File: src/rtl/itf_pkg.sv
package itf_pkg;

    // Field widths of the transactions
    localparam int NUM_FIELD_W   = 64;
    localparam int CONV_W        = 3;
    localparam int WIDTH_FIELD_W = 7;
    localparam int PREC_W        = 7;
    localparam int CHAR_W        = 8;

    // Width of the internal length arithmetic (field width up to 127, sums up to 66)
    localparam int LEN_W = 8;

    // Conversion codes; unused codes behave as unsigned decimal
    localparam logic [CONV_W-1:0] CONV_SDEC = 3'd0;
    localparam logic [CONV_W-1:0] CONV_UDEC = 3'd1;
    localparam logic [CONV_W-1:0] CONV_OCT  = 3'd2;
    localparam logic [CONV_W-1:0] CONV_HEXL = 3'd3;
    localparam logic [CONV_W-1:0] CONV_HEXU = 3'd4;
    localparam logic [CONV_W-1:0] CONV_PTR  = 3'd5;

    // ASCII codes
    localparam logic [CHAR_W-1:0] CHR_NUL     = 8'h00;
    localparam logic [CHAR_W-1:0] CHR_ZERO    = 8'h30;
    localparam logic [CHAR_W-1:0] CHR_UPPER_A = 8'h41;
    localparam logic [CHAR_W-1:0] CHR_LOWER_A = 8'h61;
    localparam logic [CHAR_W-1:0] CHR_UPPER_X = 8'h58;
    localparam logic [CHAR_W-1:0] CHR_LOWER_X = 8'h78;
    localparam logic [CHAR_W-1:0] CHR_PLUS    = 8'h2B;
    localparam logic [CHAR_W-1:0] CHR_MINUS   = 8'h2D;
    localparam logic [CHAR_W-1:0] CHR_SPACE   = 8'h20;

    localparam logic [3:0] DIGIT_TEN = 4'd10;

    typedef enum logic [2:0] {
        ST_IDLE,
        ST_BCD,
        ST_EXTRACT,
        ST_LENGTH,
        ST_EMIT
    } fmt_state_t;

    // One digit value (0..15) to its ASCII code
    function automatic logic [CHAR_W-1:0] digit_char(input logic [3:0] d, input logic upper);
        logic [CHAR_W-1:0] letter_base;
        begin
            letter_base = upper ? CHR_UPPER_A : CHR_LOWER_A;
            if (d < DIGIT_TEN)
                digit_char = CHR_ZERO + {4'b0000, d};
            else
                digit_char = letter_base + {4'b0000, d - DIGIT_TEN};
        end
    endfunction

endpackage

File: src/rtl/itf_in_if.sv
interface itf_in_if import itf_pkg::*; ();
    logic                     valid;
    logic                     ready;
    logic [NUM_FIELD_W-1:0]   number;
    logic [CONV_W-1:0]        conversion;
    logic [WIDTH_FIELD_W-1:0] field_width;
    logic signed [PREC_W-1:0] precision;
    logic                     zero_pad;
    logic                     plus_sign;
    logic                     space_sign;
    logic                     alternate;

    modport source
    (
        output valid, number, conversion, field_width, precision,
               zero_pad, plus_sign, space_sign, alternate,
        input  ready
    );

    modport sink
    (
        input  valid, number, conversion, field_width, precision,
               zero_pad, plus_sign, space_sign, alternate,
        output ready
    );
endinterface

File: src/rtl/itf_out_if.sv
interface itf_out_if import itf_pkg::*; ();
    logic              valid;
    logic              ready;
    logic [CHAR_W-1:0] character;
    logic              last;
    logic              empty_res;

    modport source
    (
        output valid, character, last, empty_res,
        input  ready
    );

    modport sink
    (
        input  valid, character, last, empty_res,
        output ready
    );
endinterface

File: src/rtl/integer_to_text_formatter_unit.sv
// Integer to text formatter. Takes one number with a printf-style spec per
// request transaction and returns its ASCII text on the text channel, one
// character per transaction, most significant first, with last on the final
// character; an empty string is one transaction with empty_res and last set.
// One request is in work at a time. Decimal conversions first pass the value
// through a bit-serial BCD converter; then the digits are pulled one by one
// into a digit stack, with a final end test, the lengths are set, and one
// character leaves per cycle while the text receiver is ready. Octal and hex
// skip the BCD pass. The next request is taken as soon as the last character
// sits in the output register.
module integer_to_text_formatter_unit import itf_pkg::*;
#(
    parameter int MAX_LENGTH  = 64,
    parameter int NUMBER_BITS = 64
)
(
    input  logic      clk,
    input  logic      rst_n,
    itf_in_if.sink    request,
    itf_out_if.source text
);

    localparam int DEC_DIGITS = (NUMBER_BITS * 1233) / 4096 + 1;
    localparam int OCT_DIGITS = (NUMBER_BITS + 2) / 3;
    localparam int SRC_W      = 4 * DEC_DIGITS;
    localparam int ND_W       = $clog2(OCT_DIGITS + 1);
    localparam int CNT_W      = $clog2(MAX_LENGTH + 1);

    fmt_state_t state_reg, state_next;
    logic       out_valid_reg, out_valid_next;

    logic [CONV_W-1:0]        conv_reg, conv_next;
    logic [WIDTH_FIELD_W-1:0] fw_reg, fw_next;
    logic [PREC_W-1:0]        prec_reg, prec_next;
    logic                     zp_reg, zp_next;
    logic                     pl_reg, pl_next;
    logic                     sp_reg, sp_next;
    logic                     alt_reg, alt_next;
    logic                     neg_reg, neg_next;
    logic                     mag_zero_reg, mag_zero_next;
    logic [SRC_W-1:0]         src_reg, src_next;
    logic [3:0]               dig_reg [OCT_DIGITS];
    logic [3:0]               dig_next [OCT_DIGITS];
    logic [ND_W-1:0]          nd_reg, nd_next;
    logic                     ns_reg, ns_next;
    logic [1:0]               pre_reg, pre_next;
    logic [CNT_W-1:0]         total_reg, total_next;
    logic [CNT_W-1:0]         dstart_reg, dstart_next;
    logic [CNT_W-1:0]         idx_reg, idx_next;
    logic [CHAR_W-1:0]        char_reg, char_next;
    logic                     last_reg, last_next;
    logic                     empty_reg, empty_next;

    // BCD converter hookup
    logic                   bcd_start;
    logic                   bcd_done;
    logic [SRC_W-1:0]       bcd_value;
    logic [NUMBER_BITS-1:0] in_num;
    logic                   in_neg;
    logic [NUMBER_BITS-1:0] in_mag;
    logic                   in_decimal;

    itf_bcd_conv #(.NUMBER_BITS(NUMBER_BITS)) u_bcd
    (
        .clk   (clk),
        .rst_n (rst_n),
        .start (bcd_start),
        .value (in_mag),
        .done  (bcd_done),
        .bcd   (bcd_value)
    );

    // Magnitude of the incoming number
    assign in_num     = request.number[NUMBER_BITS-1:0];
    assign in_neg     = (request.conversion == CONV_SDEC) && in_num[NUMBER_BITS-1];
    assign in_mag     = in_neg ? (NUMBER_BITS'(0) - in_num) : in_num;
    assign in_decimal = (request.conversion != CONV_OCT) && (request.conversion != CONV_HEXL) &&
                        (request.conversion != CONV_HEXU) && (request.conversion != CONV_PTR);

    // Conversion class of the transaction in work
    logic is_oct, is_hex, is_ptr, upper;
    assign is_oct = (conv_reg == CONV_OCT);
    assign is_ptr = (conv_reg == CONV_PTR);
    assign is_hex = (conv_reg == CONV_HEXL) || (conv_reg == CONV_HEXU) || is_ptr;
    assign upper  = (conv_reg == CONV_HEXU);

    // Length arithmetic
    logic             nd_fix;
    logic [LEN_W-1:0] nd_e, prec_u, fw_u, b_len, sum_len, floor_len;
    logic [LEN_W-1:0] t1_len, t2_len, total_c;
    logic             ns_c, pad, empty_case;
    logic [1:0]       pre_c;

    always_comb
    begin
        nd_fix  = (nd_reg == '0) && (prec_reg != '0);
        nd_e    = nd_fix ? LEN_W'(1) : LEN_W'(nd_reg);
        prec_u  = LEN_W'(prec_reg[PREC_W-2:0]);
        fw_u    = LEN_W'(fw_reg);
        b_len   = (!prec_reg[PREC_W-1] && (prec_u > nd_e)) ? prec_u : nd_e;
        ns_c    = (conv_reg == CONV_SDEC) && (neg_reg || sp_reg || pl_reg);
        pre_c   = 2'd0;
        if (alt_reg)
        begin
            if (is_ptr || (is_hex && !mag_zero_reg))
                pre_c = 2'd2;
            else if (is_oct && ((b_len == '0) || ((b_len == nd_e) && !mag_zero_reg)))
                pre_c = 2'd1;
        end
        sum_len    = LEN_W'(ns_c) + LEN_W'(pre_c) + b_len;
        floor_len  = LEN_W'(ns_c) + LEN_W'(pre_c) + nd_e;
        pad        = zp_reg && (prec_reg[PREC_W-1] || (fw_u > prec_u)) &&
                     (fw_u > nd_e) && (fw_u > sum_len);
        t1_len     = pad ? fw_u : sum_len;
        t2_len     = (t1_len > LEN_W'(MAX_LENGTH)) ? LEN_W'(MAX_LENGTH) : t1_len;
        empty_case = mag_zero_reg && (prec_reg == '0) && !is_oct && !is_ptr;
        if (empty_case)
            total_c = '0;
        else if (t2_len < floor_len)
            total_c = floor_len;
        else
            total_c = t2_len;
    end

    // Character at the current output position
    logic [CHAR_W-1:0] sign_char, char_c;
    logic [LEN_W-1:0]  idx_e;
    logic              pop;

    always_comb
    begin
        idx_e = LEN_W'(idx_reg);
        if (neg_reg)
            sign_char = CHR_MINUS;
        else if (sp_reg)
            sign_char = CHR_SPACE;
        else
            sign_char = CHR_PLUS;
        pop = 1'b0;
        if (idx_e < LEN_W'(ns_reg))
            char_c = sign_char;
        else if (idx_e < LEN_W'(ns_reg) + LEN_W'(pre_reg))
            char_c = (idx_e == LEN_W'(ns_reg)) ? CHR_ZERO : (upper ? CHR_UPPER_X : CHR_LOWER_X);
        else if (idx_reg < dstart_reg)
            char_c = CHR_ZERO;
        else
        begin
            char_c = digit_char(dig_reg[0], upper);
            pop    = 1'b1;
        end
    end

    // Sequencer
    always_comb
    begin
        state_next     = state_reg;
        out_valid_next = out_valid_reg && !text.ready;
        conv_next      = conv_reg;
        fw_next        = fw_reg;
        prec_next      = prec_reg;
        zp_next        = zp_reg;
        pl_next        = pl_reg;
        sp_next        = sp_reg;
        alt_next       = alt_reg;
        neg_next       = neg_reg;
        mag_zero_next  = mag_zero_reg;
        src_next       = src_reg;
        dig_next       = dig_reg;
        nd_next        = nd_reg;
        ns_next        = ns_reg;
        pre_next       = pre_reg;
        total_next     = total_reg;
        dstart_next    = dstart_reg;
        idx_next       = idx_reg;
        char_next      = char_reg;
        last_next      = last_reg;
        empty_next     = empty_reg;
        bcd_start      = 1'b0;

        case (state_reg)
            ST_IDLE:
            begin
                if (request.valid)
                begin
                    conv_next     = request.conversion;
                    fw_next       = request.field_width;
                    prec_next     = request.precision;
                    zp_next       = request.zero_pad;
                    pl_next       = request.plus_sign;
                    sp_next       = request.space_sign;
                    alt_next      = request.alternate;
                    neg_next      = in_neg;
                    mag_zero_next = (in_mag == '0);
                    nd_next       = '0;
                    src_next      = SRC_W'(in_mag);
                    if (in_decimal)
                    begin
                        bcd_start  = 1'b1;
                        state_next = ST_BCD;
                    end
                    else
                        state_next = ST_EXTRACT;
                end
            end

            ST_BCD:
            begin
                if (bcd_done)
                begin
                    src_next   = bcd_value;
                    state_next = ST_EXTRACT;
                end
            end

            // Pull digits least significant first onto the stack
            ST_EXTRACT:
            begin
                if (src_reg != '0)
                begin
                    dig_next[0] = is_oct ? {1'b0, src_reg[2:0]} : src_reg[3:0];
                    for (int k = 1; k < OCT_DIGITS; k++)
                        dig_next[k] = dig_reg[k-1];
                    src_next = is_oct ? (src_reg >> 3) : (src_reg >> 4);
                    nd_next  = nd_reg + 1'b1;
                end
                else
                    state_next = ST_LENGTH;
            end

            ST_LENGTH:
            begin
                if (nd_fix)
                    dig_next[0] = 4'd0;
                ns_next     = ns_c;
                pre_next    = pre_c;
                total_next  = total_c[CNT_W-1:0];
                dstart_next = total_c[CNT_W-1:0] - nd_e[CNT_W-1:0];
                idx_next    = '0;
                state_next  = ST_EMIT;
            end

            ST_EMIT:
            begin
                if (!out_valid_reg || text.ready)
                begin
                    out_valid_next = 1'b1;
                    if (total_reg == '0)
                    begin
                        char_next  = CHR_NUL;
                        last_next  = 1'b1;
                        empty_next = 1'b1;
                        state_next = ST_IDLE;
                    end
                    else
                    begin
                        char_next  = char_c;
                        last_next  = (idx_reg == total_reg - 1'b1);
                        empty_next = 1'b0;
                        idx_next   = idx_reg + 1'b1;
                        if (pop)
                        begin
                            for (int k = 0; k < OCT_DIGITS - 1; k++)
                                dig_next[k] = dig_reg[k+1];
                            dig_next[OCT_DIGITS-1] = 4'd0;
                        end
                        if (idx_reg == total_reg - 1'b1)
                            state_next = ST_IDLE;
                    end
                end
            end

            default:
            begin
                state_next = ST_IDLE;
            end
        endcase
    end

    // Control registers
    always_ff @(posedge clk or negedge rst_n)
    begin
        if (!rst_n)
        begin
            state_reg     <= ST_IDLE;
            out_valid_reg <= 1'b0;
        end
        else
        begin
            state_reg     <= state_next;
            out_valid_reg <= out_valid_next;
        end
    end

    // Payload registers
    always_ff @(posedge clk)
    begin
        conv_reg     <= conv_next;
        fw_reg       <= fw_next;
        prec_reg     <= prec_next;
        zp_reg       <= zp_next;
        pl_reg       <= pl_next;
        sp_reg       <= sp_next;
        alt_reg      <= alt_next;
        neg_reg      <= neg_next;
        mag_zero_reg <= mag_zero_next;
        src_reg      <= src_next;
        dig_reg      <= dig_next;
        nd_reg       <= nd_next;
        ns_reg       <= ns_next;
        pre_reg      <= pre_next;
        total_reg    <= total_next;
        dstart_reg   <= dstart_next;
        idx_reg      <= idx_next;
        char_reg     <= char_next;
        last_reg     <= last_next;
        empty_reg    <= empty_next;
    end

    // Channel outputs
    assign request.ready  = (state_reg == ST_IDLE);
    assign text.valid     = out_valid_reg;
    assign text.character = char_reg;
    assign text.last      = last_reg;
    assign text.empty_res = empty_reg;

endmodule

File: src/rtl/itf_bcd_conv.sv
// Iterative binary to BCD converter (shift and add-3), one bit per cycle
module itf_bcd_conv import itf_pkg::*;
#(
    parameter int NUMBER_BITS = 64,
    localparam int DEC_DIGITS = (NUMBER_BITS * 1233) / 4096 + 1,
    localparam int BCD_W      = 4 * DEC_DIGITS
)
(
    input  logic                   clk,
    input  logic                   rst_n,
    input  logic                   start,
    input  logic [NUMBER_BITS-1:0] value,
    output logic                   done,
    output logic [BCD_W-1:0]       bcd
);

    localparam int CW = $clog2(NUMBER_BITS + 1);

    logic [CW-1:0]          cnt_reg, cnt_next;
    logic                   done_reg, done_next;
    logic [NUMBER_BITS-1:0] bin_reg, bin_next;
    logic [BCD_W-1:0]       bcd_reg, bcd_next;
    logic [BCD_W-1:0]       adj;

    // Add 3 to every digit of 5 or more before the shift
    always_comb
    begin
        for (int k = 0; k < DEC_DIGITS; k++)
        begin
            if (bcd_reg[4*k +: 4] >= 4'd5)
                adj[4*k +: 4] = bcd_reg[4*k +: 4] + 4'd3;
            else
                adj[4*k +: 4] = bcd_reg[4*k +: 4];
        end
    end

    // Step control
    always_comb
    begin
        cnt_next  = cnt_reg;
        bin_next  = bin_reg;
        bcd_next  = bcd_reg;
        done_next = 1'b0;
        if (start)
        begin
            cnt_next = CW'(NUMBER_BITS);
            bin_next = value;
            bcd_next = '0;
        end
        else if (cnt_reg != '0)
        begin
            cnt_next  = cnt_reg - 1'b1;
            bin_next  = {bin_reg[NUMBER_BITS-2:0], 1'b0};
            bcd_next  = {adj[BCD_W-2:0], bin_reg[NUMBER_BITS-1]};
            done_next = (cnt_reg == CW'(1));
        end
    end

    always_ff @(posedge clk or negedge rst_n)
    begin
        if (!rst_n)
        begin
            cnt_reg  <= '0;
            done_reg <= 1'b0;
        end
        else
        begin
            cnt_reg  <= cnt_next;
            done_reg <= done_next;
        end
    end

    always_ff @(posedge clk)
    begin
        bin_reg <= bin_next;
        bcd_reg <= bcd_next;
    end

    assign done = done_reg;
    assign bcd  = bcd_reg;

endmodule

File: src/flat_wrapper.sv
// flat-port wrapper written by rule: the top's interface ports become plain ports
module integer_to_text_formatter_unit_flat import itf_pkg::*;
#(
    parameter int MAX_LENGTH  = 64,
    parameter int NUMBER_BITS = 64
)
  (clk, rst_n, request_valid, request_number, request_conversion, request_field_width, request_precision, request_zero_pad, request_plus_sign, request_space_sign, request_alternate, request_ready, text_valid, text_character, text_last, text_empty_res, text_ready);
  itf_in_if request_i ();
  itf_out_if text_i ();
  input  logic clk;
  input  logic rst_n;
  input wire logic [$bits(request_i.valid)-1:0] request_valid;
  input wire logic [$bits(request_i.number)-1:0] request_number;
  input wire logic [$bits(request_i.conversion)-1:0] request_conversion;
  input wire logic [$bits(request_i.field_width)-1:0] request_field_width;
  input wire logic [$bits(request_i.precision)-1:0] request_precision;
  input wire logic [$bits(request_i.zero_pad)-1:0] request_zero_pad;
  input wire logic [$bits(request_i.plus_sign)-1:0] request_plus_sign;
  input wire logic [$bits(request_i.space_sign)-1:0] request_space_sign;
  input wire logic [$bits(request_i.alternate)-1:0] request_alternate;
  output wire logic [$bits(request_i.ready)-1:0] request_ready;
  output wire logic [$bits(text_i.valid)-1:0] text_valid;
  output wire logic [$bits(text_i.character)-1:0] text_character;
  output wire logic [$bits(text_i.last)-1:0] text_last;
  output wire logic [$bits(text_i.empty_res)-1:0] text_empty_res;
  input wire logic [$bits(text_i.ready)-1:0] text_ready;
  assign request_i.valid = request_valid;
  assign request_i.number = request_number;
  assign request_i.conversion = request_conversion;
  assign request_i.field_width = request_field_width;
  assign request_i.precision = request_precision;
  assign request_i.zero_pad = request_zero_pad;
  assign request_i.plus_sign = request_plus_sign;
  assign request_i.space_sign = request_space_sign;
  assign request_i.alternate = request_alternate;
  assign request_ready = request_i.ready;
  assign text_valid = text_i.valid;
  assign text_character = text_i.character;
  assign text_last = text_i.last;
  assign text_empty_res = text_i.empty_res;
  assign text_i.ready = text_ready;
  integer_to_text_formatter_unit #(.MAX_LENGTH(MAX_LENGTH), .NUMBER_BITS(NUMBER_BITS)) u_core (.clk(clk), .rst_n(rst_n), .request(request_i), .text(text_i));
endmodule
File: config.mk
export PLATFORM = sky130hd
export DESIGN_NAME = integer_to_text_formatter_unit_flat
export DESIGN_NICKNAME = d
export VERILOG_FILES = /design/src/rtl/itf_pkg.sv /design/src/rtl/itf_in_if.sv /design/src/rtl/itf_out_if.sv /design/src/rtl/integer_to_text_formatter_unit.sv /design/src/rtl/itf_bcd_conv.sv /design/src/flat_wrapper.sv
export SDC_FILE = /design/constraint.sdc
export NUM_CORES = 1
export LEC_CHECK = 0
export ABC_AREA = 1
export BUFFER_PORTS_ARGS = -buffer_cell sky130_fd_sc_hd__buf_2
export CAP_MARGIN = 25
export CELL_PAD_IN_SITES_DETAIL_PLACEMENT = 0
export CELL_PAD_IN_SITES_GLOBAL_PLACEMENT = 1
export CORE_UTILIZATION = 43
export DETAILED_ROUTE_END_ITERATION = 10
export PLACE_DENSITY_LB_ADDON = 0.1
export SYNTH_ARGS = -nofsm -noshare
export SYNTH_HDL_FRONTEND = slang
export SYNTH_SLANG_ARGS = --single-unit
File: constraint.sdc
create_clock -name clk -period 8.4 [get_ports clk]
set_clock_uncertainty 0.05 [all_clocks]
set_input_delay 1.68 -clock clk [delete_from_list [all_inputs] [get_ports clk]]
set_output_delay 1.68 -clock clk [all_outputs]
set_load 0.1 [all_outputs]
## Yosys cells after proc, flatten, opt, wreduce, memory -nomap -nowiden

Cells that the tools add are included.
Widths: inputs -> output; s select.

| storage, ports and cells | value |
|---|---|
| latch bits | 0 |
| logic and storage cells | 272 |
| register bits after elaboration | 386 |
| memory bits (writable) | 0 |
| input port bits | 89 |
| memories kept | 0 |
| output and inout port bits | 12 |
| bits in read-only memories | 0 |

| cells by class | value |
|---|---|
| divide/modulo/power cells | 0 |
| multipliers | 0 |
| multiplexer cells | 81 |
| equality and inequality tests | 25 |
| $lt $le $gt $ge | 30 |
| $add $sub $neg | 33 |
| reductions and logical operators | 56 |
| bitwise gates (word level) | 0 |
| shift operators | 0 |

Operators by type and width:

| operator | count |
|---|---|
| $mux 88 | 4 |
| $mux 80 | 3 |
| $pmux 80 s3 | 1 |
| $mux 64 | 3 |
| $pmux 84 s2 | 1 |
| $mux 4 | 22 |
| $ge 4x3->1 const B | 20 |
| $reduce_bool 80->1 | 1 |
| $mux 77 | 1 |
| $add 4x2->4 const B | 19 |
| $mux 8 | 9 |
| $logic_not 64->1 | 1 |
| $sub 1x64->64 const A | 1 |
| $mux 7 | 6 |
| $mux 3 | 7 |
| $logic_and 1x1->1 | 17 |
| $gt 7x8->1 | 2 |
| $mux 5 | 3 |
| $pmux 3 s5 | 1 |
| $logic_not 7->1 | 2 |
| $pmux 7 s2 | 1 |
| $reduce_bool 7->1 | 2 |
| $sub 7x1->7 const B | 2 |
| $eq 3x2->1 const B | 4 |
| 46 further kinds | 92 |

## Depth between registers and ports, before layout

Gate-level depths: netlist of run 1.

| depth | value |
|---|---|
| depth after elaboration | 24 |
| mapped depth | 66 |
| depth with buffers taken out | 65 |

## By module

From an unflattened synthesis of run 1, not the netlist that was laid out.

| second synthesis, totals | value |
|---|---|
| cells, all modules | 2962 |
| area total of the unflattened synthesis | 23271.1 µm² |

By module, submodules not included:

| module | seq. area each (µm²) | area each (µm²) | instances | cells an instance |
|---|---|---|---|---|
| integer_to_text_formatter_unit | 6976.7 | 15566.2 | 1 | 1945 |
| itf_bcd_conv | 3723.6 | 7704.9 | 1 | 1017 |

## Worst setup path after synthesis of run 1

Ideal clock, no wire load.

| timing path | value |
|---|---|
| path kind | register -> register |
| start | reg u_core.nd_reg[3] |
| end | reg u_core.dstart_reg[5], data pin |
| setup slack | 0.416 ns |
| setup time | 0.252 ns |
| arrival | 7.681 ns |
| required time | 8.098 ns |
| period minus slack after synthesis | 7.984 ns |
| path buffers | 2 |
| stages on the path, launching flop included | 59 |
| cell sequence | edfxtp_1 -> clkbuf_1 -> inv_1 -> nand3_1 -> nor3_1 -> nor2_1 -> inv_1 -> ha_1 -> nand3_2 -> nor2_2 -> a21oi_4 -> nand2_4 -> o21ai_0 -> o22ai_1 -> nor2_1 -> nand3_1 -> a211oi_1 -> ha_1 -> (+23 left out) -> nand2_1 -> nand2_1 -> nand2_1 -> nand2_1 -> nand2_1 -> nand2_1 -> inv_2 -> o21ai_1 -> a21oi_1 -> ha_1 -> nand3_1 -> nand2_1 -> a21oi_1 -> inv_1 -> a21oi_1 -> inv_1 -> nand2_1 -> nand2_1 |

| between the ends | value |
|---|---|
| cells in the longest elaborated chain, start to end | 24 |
| elaborated cells on any way between the ends | 28 |
| those cells by class | add/sub: 4; order compare: 5; eq/ne: 1; mux: 9; reduce/logical: 9 |

RTL lines:

| item | line | text |
|---|---|---|
| start, declared | integer_to_text_formatter_unit.sv:44 | `logic [ND_W-1:0] nd_reg, nd_next;` |
| start signal, assigned | integer_to_text_formatter_unit.sv:308 | `nd_reg <= nd_next;` |
| $logic_not 5->1 | integer_to_text_formatter_unit.sv:96 | `nd_fix = (nd_reg == '0) && (prec_reg != '0);` |
| $logic_and 1x1->1 | integer_to_text_formatter_unit.sv:96 |  |
| $mux 5 (*) | integer_to_text_formatter_unit.sv:97 | `nd_e = nd_fix ? LEN_W'(1) : LEN_W'(nd_reg);` |
| $gt 6x8->1 | integer_to_text_formatter_unit.sv:100 | `b_len = (!prec_reg[PREC_W-1] && (prec_u > nd_e)) ? prec_u : nd_e;` |
| $logic_and 1x1->1 | integer_to_text_formatter_unit.sv:100 |  |
| $mux 8 | integer_to_text_formatter_unit.sv:100 |  |
| $eq 8x8->1 | integer_to_text_formatter_unit.sv:107 | `else if (is_oct && ((b_len == '0) \|\| ((b_len == nd_e) && !mag_zero_reg)))` |
| $logic_and 1x1->1 | integer_to_text_formatter_unit.sv:107 |  |
| (+5 left out) | n/a |  |
| named net u_core.pre_c[0] | integer_to_text_formatter_unit.sv:92 | `logic [1:0] pre_c;` |
| (+4 left out) | n/a |  |
| $mux 8 | integer_to_text_formatter_unit.sv:114 | `t1_len = pad ? fw_u : sum_len;` |
| $gt 8x7->1 | integer_to_text_formatter_unit.sv:115 | `t2_len = (t1_len > LEN_W'(MAX_LENGTH)) ? LEN_W'(MAX_LENGTH) : t1_len;` |
| $mux 8 | integer_to_text_formatter_unit.sv:115 |  |
| $lt 8x8->1 | integer_to_text_formatter_unit.sv:119 | `else if (t2_len < floor_len)` |
| $mux 7 (*) | integer_to_text_formatter_unit.sv:119 |  |
| $mux 7 (*) | integer_to_text_formatter_unit.sv:117 | `if (empty_case)` |
| named net u_core.total_c[1] | integer_to_text_formatter_unit.sv:90 | `logic [LEN_W-1:0] t1_len, t2_len, total_c;` |
| $sub 7x7->7 (*) | integer_to_text_formatter_unit.sv:237 | `dstart_next = total_c[CNT_W-1:0] - nd_e[CNT_W-1:0];` |
| end signal, assigned | integer_to_text_formatter_unit.sv:312 | `dstart_reg <= dstart_next;` |
| end, declared | integer_to_text_formatter_unit.sv:48 | `logic [CNT_W-1:0] dstart_reg, dstart_next;` |

Mark *: on every way through the listed nets, which the timed path passes. The rest lies on a longest branch.
A chain may end at the register's enable or synchronous reset.

## Worst setup path after layout of run 1

| timing path | value |
|---|---|
| start | reg u_core.prec_reg[6] |
| end | reg u_core.dstart_reg[6], data pin |

| between the ends | value |
|---|---|
| cells in the longest elaborated chain, start to end | 24 |
| elaborated cells on any way between the ends | 35 |
| those cells by class | add/sub: 4; order compare: 5; eq/ne: 1; mux: 9; reduce/logical: 16 |

RTL lines:

| item | line | text |
|---|---|---|
| start, declared | integer_to_text_formatter_unit.sv:34 | `logic [PREC_W-1:0] prec_reg, prec_next;` |
| start signal, assigned | integer_to_text_formatter_unit.sv:299 | `prec_reg <= prec_next;` |
| $reduce_bool 7->1 | integer_to_text_formatter_unit.sv:96 |  |
| $logic_and 1x1->1 | integer_to_text_formatter_unit.sv:96 |  |
| $mux 5 | integer_to_text_formatter_unit.sv:97 |  |
| $gt 6x8->1 | integer_to_text_formatter_unit.sv:100 |  |
| $logic_and 1x1->1 | integer_to_text_formatter_unit.sv:100 |  |
| $mux 8 | integer_to_text_formatter_unit.sv:100 |  |
| $eq 8x8->1 | integer_to_text_formatter_unit.sv:107 |  |
| $logic_and 1x1->1 | integer_to_text_formatter_unit.sv:107 |  |
| (+5 left out) | n/a |  |
| named net u_core.pre_c[0] | integer_to_text_formatter_unit.sv:92 |  |
| (+4 left out) | n/a |  |
| $mux 8 | integer_to_text_formatter_unit.sv:114 |  |
| $gt 8x7->1 | integer_to_text_formatter_unit.sv:115 |  |
| $mux 8 | integer_to_text_formatter_unit.sv:115 |  |
| $lt 8x8->1 | integer_to_text_formatter_unit.sv:119 |  |
| $mux 7 (*) | integer_to_text_formatter_unit.sv:119 |  |
| $mux 7 (*) | integer_to_text_formatter_unit.sv:117 |  |
| named net u_core.total_c[0] | integer_to_text_formatter_unit.sv:90 |  |
| $sub 7x7->7 (*) | integer_to_text_formatter_unit.sv:237 |  |

Marks and branches as above.

==> results.md, run 1 <==
- Required @ worst endpoint: 8.68 ns
- CP Max Fanout: 5
- Filler cells: 4808
- Synth Register Bits: 385
- CTS buffer count: 45
- Register clock-pin slew on the reported worst setup and hold paths: 0.06 ns
- Slew HR: ~34%
- Syn Area/Cell: 8.569 sq um
- P_leak: 0.01084 uW
- Num ports: between 100 and 150
- Final setup viols: 0
- Leading area contributor after synthesis: edfxtp_1
- Delay-heaviest family, CP: simple AND/OR/NAND/NOR gates
- Final Cell Area: 25630 sq um
- First-pass GRT wire length: 93970 microns
- Startpoint Class: flop
- Mapped Nets: between 2000 and 3000
- Worst setup path endpoint: u_core.dstart_reg[6]
- # diodes: 0
- CTS tree: built
- Pre-CTS setup slack: -0.3536 ns
- Crit path DAT: 8.45 ns
- DR vias: 18296
- GP Congestion: 0.8585
- Area growth syn-to-layout: 15.44%
- Power Density: 421.1 nW/um^2
- Clk network pwr share: 18.2%
- Kind of critical path: reg2reg
- Logic pwr share: approximately 45%
- Slowest CP cell: fa_2
- Worst hold path class: reg2reg
- Core area: 50580 sq um
- Clk root buf: clkbuf_16
- CTS sink cnt: 385
- Total Power: 10790 uW
- Detailed placer's ending HPWL: between 40000 and 50000 microns
- Slew Limit Fails: 0
- Sw Pwr: 4432 uW
- Fmax: 122.5 MHz
- CP most frequent cell: nand2_2
- Share of layout cells above drive strength 1: a little over an eighth
- Die area: between 50000 and 60000 sq um
- Largest register FFs: 88
- GRT Util Overall: 22.16%
- Synth warn: 0
- Largest cells by area after synthesis: edfxtp_1, nand2_1, dfxtp_1
- RSZ-0062 raised after global routing: true
- Placed Area: 23520 sq um
- Drt drc: 0
- Worst reg2reg path endpoint: u_core.dstart_reg[6]
- Internal power: 6361 uW
- EDFF count, synth: 293
- Worst setup margin: 0.2378 ns
- Starting Density: 43.89%
- Share of the synthesized area in the top cell type: 39.63%
- Tcrit/Tclk final: 97.17%
- Final nets: 2891
- Worst setup EP type: flop
- Vias in the first global route: 18109
- Number of iterations in the first detailed-routing pass: 5
- Max-Cap Viols: 0
- Final hold violation count: 0
- Async SR Flop Fraction: 3.117%
- Maximum vdd drop: 0.0001936 V
- Gate Count Post-Synth: 2591
- CP startpoint: u_core.prec_reg[6]
- WL per Instance: 17.37 microns
- Vias per Instance: 5.375
- IO Port Bufs: 99
- Routed Antenna Nets: 0
- # H-tree levels: 2
- Cell Area, Synth: ~22000 sq um
- Actual slew at the worst max-slew pin: 0.9945 ns
- Worst r2r path cells: 58
- Die height: 229.2 microns
- Sw frac: 41.07%
- Final WL: 59130 microns
- CP bufs+invs: 10
- Worst R2R Setup Slack: 0.24 ns
- Clk_lat worst skew: 0.58 ns
- Grt ovf: 0
- Seq/Total Area, Yosys: 48.20%
- Initial antenna violation count: 1
- Yosys cell types: roughly 60
- Critical Path Max Stage Delay: 0.41 ns
- Sequential Power Share: 36.9%
- Chip width: about 230 microns
- Levels on crit path: 58
- FP Rows: between 80 and 90
- Status: completed
- Main flop type after synthesis: edfxtp_1
- Reg2reg start: u_core.prec_reg[6]
- Fin crit period: 8.162 ns
- DRT iter0 DRCs: between 1000 and 1500
- Commonest non-fill, non-tap cell in the layout: nand2_1
- Pin count of the biggest net entering global routing: ~160
- Clk buf depth: 3
- Most frequent cells in the layout: nand2_1, inv_1, edfxtp_1
[logic make-up (layout without fill, tap and decap cells)]
family | count (synthesis) | count (layout) | share of synthesized area, %
compound gates | 569 | 569 | 15.22
simple gates | 994 | 996 | 19.01
buf+inv | 434 | 573 | 7.411
flops | 385 | 385 | 48.20
other cells | 1 | 1 | 0.01689
mux | 2 | 2 | 0.09017
fa+ha+maj | 106 | 106 | 6.075
xor+xnor | 100 | 100 | 3.979
[cell type report]
type / count / area (sq um) / area share, %
Sequential cell: 385 / 10700 / 41.75
Multi-Input combinational cell: 1774 / 10370 / 40.45
Inverter: 332 / 1249 / 4.872
Clock buffer: 58 / 1226 / 4.784
Timing Repair Buffer: 158 / 1007 / 3.930
Clock inverter: 25 / 240.2 / 0.9373
Tap cell: 672 / 840.8 / 3.281
[power by group through the flow]
| stage | registers, uW | clock network (uW) | logic [uW] |
|---|---|---|---|
| 2_1_floorplan | 4000 | 0 | 3110 |
| 3_3_place_gp | 4000 | 0 | 4160 |
| 3_5_place_dp | 4010 | 0 | 4280 |
| 4_1_cts | 3990 | 2010 | 4370 |
| 5_1_grt | 4100 | 2080 | 5470 |
| 6_report | 3980 | 1960 | 4850 |
[metrics by stage]
| stage | util, % | cells | setup TNS, ns | hold slack (ns) |
|---|---|---|---|---|
| 5_1_grt | 50.67 | 3404 | -0.8343 | 0.4609 |
| 3_5_place_dp | 46.49 | 3298 | -0.6085 | 0.4205 |
| 3_3_place_gp | 46.45 | 3297 | -0.1364 | 0.4182 |
| 6_report | 50.67 | 3404 | 0 | 0.4248 |
| 4_1_cts | 49.56 | 3389 | 0 | 0.4293 |
| 2_1_floorplan | - | 2591 | 0 | 0.3965 |
[repair_timing]
action / CTS / global route
setup buffers: 7 / 12
endpoints found under the setup margin: 4 / 7
hold buffers: 0 / 0
gates resized for setup: 7 / 96
gates cloned: 1 / 1
pin swaps: 2 / 53
[Yosys cell counts (3+ instances only)]
cell type	n
a211oi_1	3
a21oi_1	138
a31oi_1	12
and3_1	3
buf_2	10
clkbuf_1	89
clkinv_1	7
dfrtp_1	12
dfxtp_1	80
edfxtp_1	293
fa_1	3
ha_1	103
inv_1	320
inv_2	5
nand2_1	580
nand2_2	7
nand2_4	3
nand3_1	68
nand4_1	25
nor2_1	203
nor2_2	8
nor2_4	3
nor3_1	37
nor3_2	5
nor3b_1	3
nor4_1	30
o211ai_1	17
o21a_1	5
o21ai_0	238
o21ai_1	11
o21ai_2	5
o221ai_1	60
o22ai_1	37
o31ai_1	12
o32ai_1	19
or2_2	7
xnor2_1	29
xor2_1	70
[worst reg2reg max path: cells and delay by family, from the launching register on]
kind            cells  cell delay (ns)
flops               1             0.40
fa+ha+maj           8             2.29
simple gates       31             2.82
compound gates      8             1.10
xor+xnor            1             0.30
buf+inv            10             0.99
[layer usage]
metal  vias to the layer above  global-route usage, %  wire length (microns)
li1                       9094                      -                      -
met2                       343                  38.83                  29210
met4                         2                  8.021                   1948
met3                       108                  3.162                   2056
met1                      8749                  27.66                  25890
met5                         -                      0                     13
[how the worst min path moves through the flow]
stage                                 to  slack (ns)                startpoint  depth (start not counted)
CTS                 u_core.u_bcd.bcd[55]        0.43      u_core.u_bcd.bcd[55]                          2
global route        u_core.u_bcd.bcd[79]        0.46      u_core.u_bcd.bcd[79]                          2
finish              u_core.u_bcd.bcd[79]        0.42      u_core.u_bcd.bcd[79]                          2
global placement    u_core.u_bcd.bcd[55]        0.42      u_core.u_bcd.bcd[55]                          2
detailed placement  u_core.u_bcd.bcd[55]        0.42      u_core.u_bcd.bcd[55]                          2
floorplan            u_core.u_bcd.bcd[0]        0.40  u_core.u_bcd.bin_reg[63]                          2
No activity file was read; power rests on OpenSTA's default activity.
==> run 2: changes to the inputs <==
Settings changed: BUFFER_PORTS_ARGS -buffer_cell sky130_fd_sc_hd__buf_2 to unset, CORE_UTILIZATION 43 to 45, DONT_BUFFER_PORTS set to 1.
==> results.md, run 2 (synthesis results as in run 1) <==
- Register clock-pin slew on the reported worst setup and hold paths: 0.06 ns
- Sw frac: 41.30%
- CP Max Fanout: 5
- Critical Path Max Stage Delay: 0.40 ns
- Starting Density: 45.45%
- Fin crit period: 8.139 ns
- Filler cells: about 4700
- Vias in the first global route: 17740
- Num ports: 101
- Die height: 224.1 microns
- # H-tree levels: 2
- Share of layout cells above drive strength 1: under 10%
- Levels on crit path: 64
- Sequential Power Share: 38.7%
- Initial antenna violation count: 0
- GP Congestion: 0.8712
- Placed Area: ~23000 sq um
- Max-Cap Viols: 0
- Internal power: ~6200 uW
- CP bufs+invs: 8
- Grt ovf: 0
- Slew Limit Fails: 0
- Status: completed
- Final hold violation count: 0
- Chip width: between 200 and 250 microns
- Detailed placer's ending HPWL: 40520 microns
- DP Cell Count: 3198
- Kind of critical path: reg2reg
- IO Port Bufs: 0
- Storage cell area: 10700 sq um
- Worst setup EP type: flop
- Clk root buf: clkbuf_16
- Area growth syn-to-layout: 12.42%
- WL per Instance: around 18 microns
- Delay-heaviest family, CP: simple AND/OR/NAND/NOR gates
- Fmax: 122.9 MHz
- Clk network pwr share: 17.5%
- Post-Layout Cell Count: around 3300
- CTS buffer count: 45
- Slowest CP cell: fa_2
- First-pass GRT wire length: between 90000 and 100000 microns
- Required @ worst endpoint: 8.69 ns
- Pre-CTS setup slack: -0.3527 ns
- Final core occ: between 50% and 60%
- Slew HR: 36.99%
- # diodes: 0
- Die area: ~50000 sq um
- DR vias: about 18000
- DRT iter0 DRCs: approximately 1100
- CTS sink cnt: 385
- Clk_lat worst skew: approximately 0.6 ns
- Final nets: 2805
- Final WL: 58840 microns
- Crit path DAT: between 8 and 9 ns
- Final Cell Area: 24960 sq um
- Most frequent cells in the layout: nand2_1, inv_1, edfxtp_1
- Maximum vdd drop: between 0.0002 and 0.00025 V
- Worst r2r path cells: 64
- Largest register FFs: around 90
- CP startpoint: u_core.prec_reg[6]
- Number of iterations in the first detailed-routing pass: 5
- Worst setup path endpoint: u_core.dstart_reg[6]
- Logic pwr share: 43.7%
- Worst R2R Setup Slack: 0.26 ns
- Core area: 48850 sq um
- Drt drc: 0
- Vias per Instance: 5.461
- Power Density: 422.4 nW/um^2
- CTS tree: built
- GRT Util Overall: a little under a quarter
- Clk buf depth: 3
- Worst reg2reg path endpoint: u_core.dstart_reg[6]
- Actual slew at the worst max-slew pin: roughly 0.95 ns
- Routed Antenna Nets: 0
- Tcrit/Tclk final: 96.89%
- FP Rows: 81
- Commonest non-fill, non-tap cell in the layout: nand2_1
- Startpoint Class: flop
- Worst setup margin: approximately 0.26 ns
- Sw Pwr: 4355 uW
- Worst hold path class: reg2reg
- Reg2reg start: u_core.prec_reg[6]
- Final setup viols: 0
- Pin count of the biggest net entering global routing: 96
- Area of the multi-input gates: 10220 sq um
- P_leak: around 0.010 uW
- RSZ-0062 raised after global routing: true
- TNS Setup: 0 ns
- CP most frequent cell: nand2_1
## run 2: area by class of cell
type | instances | area share (%)
sequential | 385 | 42.87
multi-input combinational | 1774 | 40.95
clock buffer | 68 | 5.018
inverter | 332 | 5.013
tap | 664 | 3.329
timing repair buffer | 72 | 2.356
clock inverter | 15 | 0.4612
## run 2: worst min path at each step
stage                             startpoint                    to  slack [ns]  depth (start not counted)
floorplan           u_core.u_bcd.bin_reg[63]   u_core.u_bcd.bcd[0]        0.40                          2
global placement        u_core.u_bcd.bcd[79]  u_core.u_bcd.bcd[79]        0.41                          2
detailed placement      u_core.u_bcd.bcd[55]  u_core.u_bcd.bcd[55]        0.41                          2
CTS                     u_core.u_bcd.bcd[55]  u_core.u_bcd.bcd[55]        0.42                          2
global route            u_core.u_bcd.bcd[79]  u_core.u_bcd.bcd[79]        0.45                          2
finish                  u_core.u_bcd.bcd[55]  u_core.u_bcd.bcd[55]        0.42                          2
## run 2: layer usage
metal	track usage (%)	up-vias	part of all wire, %
met4	7.556	0	2.8
met1	29.10	8690	43
li1	-	8925	-
met3	2.715	96	3.7
met5	0	-	0
met2	41.86	364	50
## run 2: power groups by stage
| stage | sequential [uW] | clock [uW] | combinational (uW) |
|---|---|---|---|
| 6_report | 4080 | 1850 | 4610 |
| 5_1_grt | 4190 | 1960 | 5240 |
| 4_1_cts | 4090 | 1890 | 4210 |
| 3_5_place_dp | 4110 | 0 | 4160 |
| 3_3_place_gp | 4090 | 0 | 4040 |
| 2_1_floorplan | 4000 | 0 | 3110 |
## run 2: through the flow
step	hold WS, ns	power [uW]
floorplan	0.3965	7108
global placement	0.4104	8137
detailed placement	0.4146	8271
CTS	0.4237	10190
global route	0.4466	11390
finish	0.4185	10540
## run 2: tightest hold or removal path, delay by kind of cell, from the launching register on
family	cells	cell delay (ns)
simple gates	1	0.06
compound gates	1	0.05
flops	1	0.31
## run 2: repair_timing
action / 4_1_cts / 5_1_grt
hold buffers: 0 / 0
gates cloned: 1 / 1
endpoints found under the hold margin: 0 / 0
resized for setup: 5 / 64
pin swaps: 0 / 32
setup endpoints to repair: 4 / 7
setup buffers: 5 / 20
==> run 3: changes to the inputs <==
Settings changed: CORE_UTILIZATION 45 to 44, SYNTH_HIERARCHICAL set to 1.
==> results.md, run 3 <==
- Tcrit/Tclk final: 96.84%
- Startpoint Class: flop
- Max-Cap Viols: 0
- # diodes: 0
- Share of layout cells above drive strength 1: 9.106%
- EDFF count, synth: 293
- IO Port Bufs: 0
- DRT iter0 DRCs: between 1500 and 2000
- Synth Area in XOR/XNOR: 2.930%
- Vias in the first global route: 18404
- Commonest non-fill, non-tap cell in the layout: nand2_1
- Slowest CP cell: fa_2
- GP Congestion: 0.8735
- Main flop type after synthesis: edfxtp_1
- Worst setup EP type: flop
- Sw Pwr: 4516 uW
- Async SR Flop Fraction: 3.117%
- Mapped Nets: 3156
- Synth warn: 6
- Core area: around 52000 sq um
- Crit path DAT: 8.42 ns
- GRT Util Overall: 23.37%
- Synth Register Bits: around 390
- Critical Path Max Stage Delay: 0.42 ns
- Sw frac: 41.53%
- CTS tree: built
- Routed wl met2: 29250 microns
- Final nets: between 3000 and 4000
- Most frequent cells in the layout: nand2_1, inv_1, edfxtp_1
- DR vias: 19453
- FP Rows: 83
- Final WL: 63370 microns
- Final setup viols: 0
- Synth Area in Compound Gates: 9.076%
- Combinational family with the most area after synthesis: simple AND/OR/NAND/NOR gates
- Internal power: 6357 uW
- TNS Setup: 0 ns
- Maximum vdd drop: roughly 0.00023 V
- Clk_lat worst skew: roughly 0.59 ns
- Fin crit period: 8.135 ns
- Cell Area, Synth: 23270 sq um
- Final hold violation count: 0
- Post-synthesis mux area share: less than 1%
- Share of the synthesized area in the top cell type: 37.81%
- Power Density: 417.2 nW/um^2
- Synth top cells by count: nand2_1, inv_1, edfxtp_1, o21ai_0, nor2_1
- Worst hold path class: reg2reg
- Vias per Instance: 5.273
- Chip width: 232.0 microns
- Slew Limit Fails: 0
- Initial antenna violation count: 0
- Number of iterations in the first detailed-routing pass: 5
- CTS buffer count: 46
- Required @ worst endpoint: between 8 and 9 ns
- Worst setup margin: between 0.2 and 0.3 ns
- # H-tree levels: 2
- Die height: 232.0 microns
- Uppermost layer routed: met4
- Register clock-pin slew on the reported worst setup and hold paths: around 0.060 ns
- Syn Area/Cell: 7.857 sq um
- First-pass GRT wire length: 100300 microns
- Starting Density: 44.91%
- Routed Antenna Nets: 0
- Die area: between 50000 and 60000 sq um
- P_leak: 0.01151 uW
- Top-count cell post-synth: nand2_1
- Pin count of the biggest net entering global routing: 87
- Total Power: around 11000 uW
- Final Cell Area: 26060 sq um
- Post-Synth Simple-Gate Area: around 29%
- Detailed placer's ending HPWL: 44380 microns
- Kind of critical path: reg2reg
- CP Max Fanout: 6
- Seq/Total Area, Yosys: 45.98%
- Hold_ws: ~0.42 ns
- Slew HR: about a tenth
- Gate Count Post-Synth: just under 3000
- Logic pwr share: 43.9%
- CP most frequent cell: nand2_2
- Yosys cell types: 66
- Fmax: 122.9 MHz
- Met3 wire len: approximately 2800 microns
- Pre-CTS setup slack: -0.2420 ns
- RSZ-0062 raised after global routing: true
- Clk root buf: clkbuf_16
- Adder-cell share of the synthesized area: 5.742%
- Drt drc: 0
- Leading area contributor after synthesis: edfxtp_1
- Sequential Power Share: a little under two fifths
- Largest register FFs: 88
- Num ports: about 100
- WL per Instance: between 15 and 20 microns
- Status: completed
- Area growth syn-to-layout: 11.97%
- Actual slew at the worst max-slew pin: 1.332 ns
- Largest cells by area after synthesis: edfxtp_1, nand2_1, dfxtp_1
- CTS sink cnt: 385
- Routed length on met1: 29960 microns
- Placed Area: 24010 sq um
- Hold Buf Count CTS: 0
- Clk buf depth: 3
- Clk network pwr share: a little under a fifth
- Grt ovf: 0
[run 3: cell count changes after synthesis, sizes merged, moves of 25 or more]
cell,change
nand2,+475
o22ai,-34
nand3,+106
o221ai,-48
a21oi,-59
o21ai,-25
[run 3: power groups by stage]
stage               Combinational (uW)  Sequential, uW  Clock [uW]
finish                            4770            4120        1980
global route                      5430            4240        2100
CTS                               4280            4120        2040
detailed placement                4240            4150           0
global placement                  4110            4130           0
floorplan                         3230            4000           0
[run 3: through the flow]
stage | instances | utilization, %
3_3_place_gp | 3575 | 46.27
4_1_cts | 3663 | 49.25
6_report | 3689 | 50.28
2_1_floorplan | 2962 | -
5_1_grt | 3689 | 50.28
3_5_place_dp | 3576 | 46.33
[run 3: worst paths after layout]
check,slack (ns),cells past startpoint,to,startpoint
min in group asynchronous,0.74,0,u_core/state_reg[0],rst_n
max in group asynchronous,7.48,0,u_core/text.valid,rst_n
max,0.27,61,u_core/dstart_reg[5],u_core/prec_reg[1]
min,0.42,2,u_core/u_bcd/bcd[77],u_core/u_bcd/bcd[77]
max reg2reg,0.27,61,u_core/dstart_reg[5],u_core/prec_reg[1]
min reg2reg,0.42,2,u_core/u_bcd/bcd[77],u_core/u_bcd/bcd[77]
[run 3: cell families after synthesis]
group	count (synthesis)
adders and majority gates	105
other	1
and+or+nand+nor	1568
DFF	385
AOI/OAI and AO/OA	376
buffers and inverters	448
xor gates and xnor gates	77
muxes	2
[run 3: final cells by class]
cell class | count | area (sq um)
Fill cell | 5032 | 25760
Multi-Input combinational cell | 2131 | 11200
Sequential cell | 385 | 10700
Inverter | 346 | 1306
Clock buffer | 57 | 1222
Tap cell | 680 | 850.8
Timing Repair Buffer | 61 | 521.8
Clock inverter | 29 | 254.0
[run 3: repair_timing]
action | CTS | global route
endpoints found under the hold margin | 0 | 0
gates cloned | 0 | 2
gates resized for setup | 10 | 68
pin swaps | 0 | 46
setup endpoints to repair | 3 | 6
setup buffers | 1 | 22
[run 3: per-layer routing]
metal  GRT usage [%]  up-vias
met2           37.79      398
met4           5.777        0
met5               0        -
met3           3.057       84
li1                -     9763
met1           32.94     9208
[run 3: critical path, delay by kind of cell (launching register included)]
kind | cells | cell delay, ns
xor gates and xnor gates | 1 | 0.16
buffers and inverters | 12 | 0.88
adders and majority gates | 7 | 1.76
AOI/OAI and AO/OA | 10 | 1.44
and+or+nand+nor | 31 | 3.22
DFF | 1 | 0.39
